[src/utf8d_pkg.sv]
package utf8d_pkg;

    localparam int unsigned ByteWidth = 8;
    localparam int unsigned CodePointWidth = 21;
    localparam int unsigned CountWidth = 3;

    localparam logic KIND_BYTE = 1'b0;
    localparam logic KIND_CLEAR = 1'b1;

    localparam logic [ByteWidth-1:0] ASCII_MAX = 8'h7F;
    localparam logic [ByteWidth-1:0] CONT_MIN = 8'h80;
    localparam logic [ByteWidth-1:0] LEAD_MIN = 8'hC0;
    localparam logic [ByteWidth-1:0] LEAD3_MIN = 8'hE0;
    localparam logic [ByteWidth-1:0] LEAD4_MIN = 8'hF0;
    localparam logic [ByteWidth-1:0] LEAD_BAD_MIN = 8'hF8;

    typedef logic [CountWidth-1:0] count_t;
    typedef logic [CodePointWidth-1:0] code_point_t;

    function automatic count_t lead_length(input logic [ByteWidth-1:0] lead);
        count_t len;
        if (lead >= LEAD_BAD_MIN) begin
            len = 3'd1;
        end else if (lead >= LEAD4_MIN) begin
            len = 3'd4;
        end else if (lead >= LEAD3_MIN) begin
            len = 3'd3;
        end else if (lead >= LEAD_MIN) begin
            len = 3'd2;
        end else begin
            len = 3'd1;
        end
        return len;
    endfunction

endpackage

[src/utf8_stream_decoder.sv]
// UTF-8 stream decoder: takes one beat per cycle (kind, data_byte) and returns
// at most one code_point beat for it, in the cycle after acceptance. An ASCII byte
// passes straight through and drops any partial sequence; a lead byte starts a
// new sequence; continuation bytes are appended while one to three bytes are
// held, and the code point is emitted when the count reaches the length the
// lead byte implies. A clear beat (kind = 1) drops the partial sequence and
// gives no result. There is no overlong or surrogate check. Throughput is one
// beat per cycle: the whole update is one pass of logic from the held-sequence
// registers into a single output register, and in_ready stays high while that
// register is empty or being drained.
module utf8_stream_decoder
    import utf8d_pkg::*;
(
    input  logic                      clk,
    input  logic                      rst_n,
    input  logic                      in_valid,
    output logic                      in_ready,
    input  logic                      kind,
    input  logic [ByteWidth-1:0]      data_byte,
    output logic                      out_valid,
    input  logic                      out_ready,
    output logic [CodePointWidth-1:0] code_point
);

    logic [ByteWidth-1:0] lead_reg;
    logic [ByteWidth-1:0] cont1_reg;
    logic [ByteWidth-1:0] cont2_reg;
    count_t               count_reg;
    count_t               count_next;
    logic                 out_valid_reg;
    code_point_t          code_point_reg;

    logic        accept;
    logic        is_ascii;
    logic        is_lead;
    logic        is_cont;
    logic        append;
    count_t      count_inc;
    logic        complete;
    logic        emit;
    code_point_t assembled;

    assign in_ready = !out_valid_reg || out_ready;
    assign accept = in_valid && in_ready;

    assign is_ascii = (data_byte <= ASCII_MAX);
    assign is_lead = (data_byte >= LEAD_MIN);
    assign is_cont = (data_byte >= CONT_MIN) && !is_lead;

    assign append = (kind == KIND_BYTE) && is_cont
                    && (count_reg != 3'd0) && (count_reg < 3'd4);
    assign count_inc = count_reg + 3'd1;
    assign complete = append && (count_inc == lead_length(lead_reg));
    assign emit = ((kind == KIND_BYTE) && is_ascii) || complete;

    always_comb
    begin
        case (count_reg)
            3'd1:
            begin
                assembled = {10'd0, lead_reg[4:0], data_byte[5:0]};
            end
            3'd2:
            begin
                assembled = {5'd0, lead_reg[3:0], cont1_reg[5:0], data_byte[5:0]};
            end
            3'd3:
            begin
                assembled = {lead_reg[2:0], cont1_reg[5:0], cont2_reg[5:0],
                             data_byte[5:0]};
            end
            default:
            begin
                assembled = '0;
            end
        endcase
    end

    always_comb
    begin
        count_next = count_reg;
        if (kind == KIND_CLEAR || is_ascii) begin
            count_next = 3'd0;
        end else if (is_lead) begin
            count_next = 3'd1;
        end else if (complete) begin
            count_next = 3'd0;
        end else if (append) begin
            count_next = count_inc;
        end
    end

    always_ff @(posedge clk or negedge rst_n)
    begin
        if (!rst_n) begin
            count_reg <= 3'd0;
            out_valid_reg <= 1'b0;
        end else begin
            if (accept) begin
                count_reg <= count_next;
                out_valid_reg <= emit;
            end else if (out_ready) begin
                out_valid_reg <= 1'b0;
            end
        end
    end

    always_ff @(posedge clk)
    begin
        if (accept) begin
            if (kind == KIND_BYTE && is_lead) begin
                lead_reg <= data_byte;
            end
            if (append && count_reg == 3'd1) begin
                cont1_reg <= data_byte;
            end
            if (append && count_reg == 3'd2) begin
                cont2_reg <= data_byte;
            end
            if (emit) begin
                code_point_reg <= is_ascii ? {13'd0, data_byte} : assembled;
            end
        end
    end

    assign out_valid = out_valid_reg;
    assign code_point = code_point_reg;

endmodule

[config.mk]
export PLATFORM = sky130hd
export DESIGN_NAME = utf8_stream_decoder
export DESIGN_NICKNAME = d
export VERILOG_FILES = /design/src/utf8d_pkg.sv /design/src/utf8_stream_decoder.sv
export SDC_FILE = /design/constraint.sdc
export NUM_CORES = 1
export LEC_CHECK = 0
export CORE_MARGIN = 1.5
export CORE_UTILIZATION = 30
export CTS_CLUSTER_DIAMETER = 150
export DETAILED_ROUTE_END_ITERATION = 10
export DONT_BUFFER_PORTS = 1
export PLACE_DENSITY_LB_ADDON = 0.3
export SLEW_MARGIN = 20
export SYNTH_ARGS = -nofsm -noshare
export SYNTH_HDL_FRONTEND = slang
export SYNTH_SLANG_ARGS = --single-unit
[constraint.sdc]
create_clock -name clk -period 3.9 [get_ports clk]
set_input_delay 0.78 -clock clk [delete_from_list [all_inputs] [get_ports clk]]
set_output_delay 0.78 -clock clk [all_outputs]
set_load 0.005 [all_outputs]
; Word level (Yosys, flattened, before mapping)
; Index checks and enable logic that the tools add are counted.
[totals]
out_inout_bits = 23
wordCells = 56
inputBits = 13
reg_bits = 45
[op_classes]
n_addsub = 1
magnitude_cmp = 8
n_reduce_logical = 23
mux = 12
eq_ne = 4
bitwise_logic = 1
[op_table]
columns = op, n
row1 = $pmux 21 s3, 1
row2 = $ge 8x8->1 const B, 6
row3 = $mux 3, 6
row4 = $logic_and 1x1->1, 10
row5 = $reduce_and 2->1, 5
row6 = $le 8x7->1 const B, 1
row7 = $mux 8, 1
row8 = $eq 3x2->1 const B, 2
row9 = $mux 2, 2
row10 = $reduce_bool 4->1, 1
row11 = $add 3x1->3 const B, 1
row12 = $eq 3x1->1 const B, 1
row13 = $eq 3x3->1, 1
row14 = $logic_or 1x1->1, 3
row15 = $lt 3x3->1 const B, 1
row16 = $reduce_bool 3->1, 1
row17 = $logic_not 1->1, 2
row18 = $mux 1, 2
row19 = $reduce_bool 2->1, 1
row20 = $not 1->1, 1

; Logic depth before layout (Yosys ltp)
[logic_depth]
ltp_word = 10
depth_mapped = 6
ltp_nobuf = 6

; Least setup slack after synthesis
; OpenSTA, ideal clock, no wires.
[synth_timing]
path_kind = register to register
startpoint = register count_reg[0]
endpoint = register code_point_reg[0], in the netlist code_point[0] (enable)
t_required_ps = 3488
stages_incl_launch_ff = 7
period_less_slack_ps = 3072
path_slack_ps = 828
setup_ps = 412
arrival_time_ps = 2660
path_buffers = 0
cell_sequence = dfrtp_1 > ha_1 > ha_1 > or2b_1 > mux2i_1 > nand3_1 > a31oi_1
[synth_via]
elab_chain_len = 6
elab_cells_between_ends = 9
cone_classes = add/sub: 1 / order compare: 1 / eq/ne: 1 / reduce/logical: 6
[synth_lines]
columns = element, line
row1 = from (decl), utf8_stream_decoder.sv:28  ; count_t count_reg;
row2 = from (signal assigned), utf8_stream_decoder.sv:100  ; count_reg <= count_next;
row3 = "parallel branches: the longest is 3 deep, another holds $add 3x1->3", n/a
row4 = $logic_and 1x1->1 (*), utf8_stream_decoder.sv:53  ; assign complete = append && (count_inc == lead_length(lead_reg));
row5 = $logic_or 1x1->1 (*), utf8_stream_decoder.sv:54  ; assign emit = ((kind == KIND_BYTE) && is_ascii) || complete;
row6 = $reduce_and 2->1 (no source line) (*), n/a
row7 = to (signal assigned), utf8_stream_decoder.sv:121  ; code_point_reg <= is_ascii ? {13'd0, data_byte} : assembled;
row8 = to (decl), utf8_stream_decoder.sv:31  ; code_point_t code_point_reg;
; Every way passes the cells marked *.
; A chain may end at the register's enable or synchronous reset.

; Worst setup path in the final report
[layout_timing]
startpoint = register count_reg[0]
endpoint = register code_point_reg[4], in the netlist code_point[4] (enable)
; Same word-level chain as after synthesis.

==> out/results.tsv <==
stage	metric	value	unit
placed_design	dpl_cell_area	2010	um2
worst_setup_path	critPathCaptureType	flop	
route	met2WireLength	1830	um
synth	ys_types	37	
synth	synth.area.top_cells	edfxtp_1 64%, dfrtp_1 5.2%, ha_1 3.3%	
clock_tree	hold_buffers	0	
flow_run	maxCapViolCount	0	
sta	period_needed	2360	ps
power_and_ir_drop	power_density	424	nW/um2
clock_tree	path_clk_slew	90	ps
synth	synth_area_leader_cell	edfxtp_1	
sta	finalWorstSetupSlack	1540	ps
synth	ys_ff_latch	45	
floorplan	die_w	82.9	um
worst_setup_path	required	3880	ps
global_routing	grt_pass1_wl	6090	um
run_status	status	completed	
clock_tree	postCtsResizedCells	0	
sta	skew	6.72	ps
sta	rsz0062_at_grt	no	
power_and_ir_drop	ir_drop	0.156	mV
finish	layout_commonest_cell	edfxtp_1	
floorplan	rows	28	
sta	slew_violations	0	
sta	finalCritPeriodShare	0.604	
floorplan	dieArea	6870	um2
global_routing	grt_pass1_vias	1127	
finish	layout-drive-gt1-share	0.115	
synth	syn_nets	151	
power_and_ir_drop	leakagePower	0.718	nW
sta	tns	0	ps
route	dr.pass1.iters	7	
global_routing	antenna_found_initial	0	
route	topRoutingLayerUsed	met4	
floorplan	start_util	0.318	
floorplan	io-pin-count	36	
synth	synth.avg_cell_area	14.4	um2
worst_setup_path	crit_arrival	2340	ps
finish	final_cell_count_no_fill	214	
floorplan	die_h	82.9	um
global_routing	grt_overflow	0	
global_routing	track_usage	0.118	
sta	worst_slew_pin_slew	727	ps
floorplan	fp.coreArea	6030	um2
finish	postLayoutCellArea	2100	um2
clock_tree	cts.path.max_buffers	2	
placed_design	dp.cells	206	
finish	antennaDiodeCount	0	
synth	synth_top_area_frac	0.643	
finish	fin_nets	156	
route	wl_per_cell	18.0	um
finish	area_growth	9.74	%
clock_tree	htreeDepth	2	
route	vias	1104	
sta	setup_violations	0	
sta	hold_viol_final	0	
global_routing	grt_max_degree	22	
route	drt-met1-wl	1590	um
finish	final_cell_mix	41 x edfxtp_1, 12 x nor2_1, 7 x and2_1, 7 x and3_1, 6 x inv_1	
clock_tree	clock-sinks	45	
worst_setup_path	worstSetupPathType	reg -> reg	
placed_design	pre_cts_slack	1530	ps
route	met3_wirelength	353	um
finish	largest_register_ffs	21	
synth	synth_area	1910	um2
route	drc	0	
clock_tree	cts_tree	done	
worst_setup_path	cp_max_fo	21	
synth	yosysSeqAreaShare	0.695	
clock_tree	cts_buffers	5	
route	viasPerCell	5.16	
sta	hold_ws	163	ps
clock_tree	worstSkewPairLatency	300	ps
route	drt-initial-drc-count	132	
synth	yosysWarnings	0	
placed_design	place_congestion	0.850	
route	wirelength	3840	um
synth	synthCells	133	
placed_design	hpwl	2640	um
sta	maxClockFrequency	424	MHz
route	drt.antenna.violating_nets	0	
placed_design	numPortBuffers	0	
clock_tree	postCtsSetupRepairBufs	0	
worst_setup_path	critPathLaunchType	flop	
hold_path	hp-class	in -> async	
sta	slew_headroom	0.515	
clock_tree	root_buffer	clkbuf_8	
power breakdown:
part | internal, mW | total, mW | leakage (nW) | switching (mW)
logic | 0.0216 | 0.0563 | 0.236 | 0.0347
registers | 0.537 | 0.544 | 0.436 | 0.00714
clock network | 0.127 | 0.291 | 0.0462 | 0.164
kinds of logic after synthesis:
kind of cell / count (synthesis) / synth area share
adder cells (fa/ha/maj): 5 / 0.0327
buffers and inverters: 9 / 0.0203
AO/OA/AOI/OAI: 25 / 0.106
flip-flops: 45 / 0.695
AND/OR/NAND/NOR: 48 / 0.141
multiplexers: 1 / 0.00523
layout make-up:
class / count / area (um2)
Clock inverter: 3 / 21.3
Fill cell: 597 / 3930
Multi-Input combinational cell: 79 / 556
Inverter: 6 / 22.5
Tap cell: 75 / 93.8
Sequential cell: 45 / 1330
Timing Repair Buffer: 1 / 7.51
Clock buffer: 5 / 68.8
per-stage QoR:
step,power [mW],utilization
finish,0.891,0.349
global route,0.931,0.349
CTS,0.903,0.349
detailed placement,0.612,0.334
global placement,0.612,0.333
floorplan,0.597,-
critical path: stages, from the launching register on:
cell     delay (ps)
dfrtp_1         450
ha_1            230
ha_1            310
or2b_1          230
mux2i_1         200
nand3_1         130
a31oi_2         180
buf_4           290
synth_stat cells, drive strengths merged:
cell,count
or2b,2
buf,2
o41ai,1
nand2b,3
a222oi,5
mux2i,1
a22o,1
nor4,1
nor2b,2
or2,2
nand4,1
o211a,1
o21bai,1
and3,7
nand3,3
ha,5
edfxtp,41
or3b,1
a22oi,5
a31o,1
dfrtp,4
nor3,2
a31oi,2
a21oi,1
o21ai,3
clkbuf,1
a2111oi,1
inv,6
nor2,12
nand3b,1
nand2,4
o32a,1
and2,7
o22ai,1
o22a,1
final timing paths:
check / start / endpoint / slack [ps] / cells past startpoint
max: count_reg[0] / code_point[4] / 1540 / 7
min: rst_n / count_reg[0] / 160 / 0
max reg2reg: count_reg[0] / code_point[4] / 1540 / 7
min reg2reg: count_reg[0] / count_reg[0] / 600 / 1
max in group asynchronous: rst_n / count_reg[1] / 3660 / 0
min in group clk: data_byte[0] / cont2_reg[0] / 570 / 0
metal layers:
layer,GRT usage,up-vias
li1,-,523
met1,0.132,532
met2,0.185,45
met3,0.0606,4
met4,0.0561,0
met5,0,-
(Power assumes the default switching activity.)
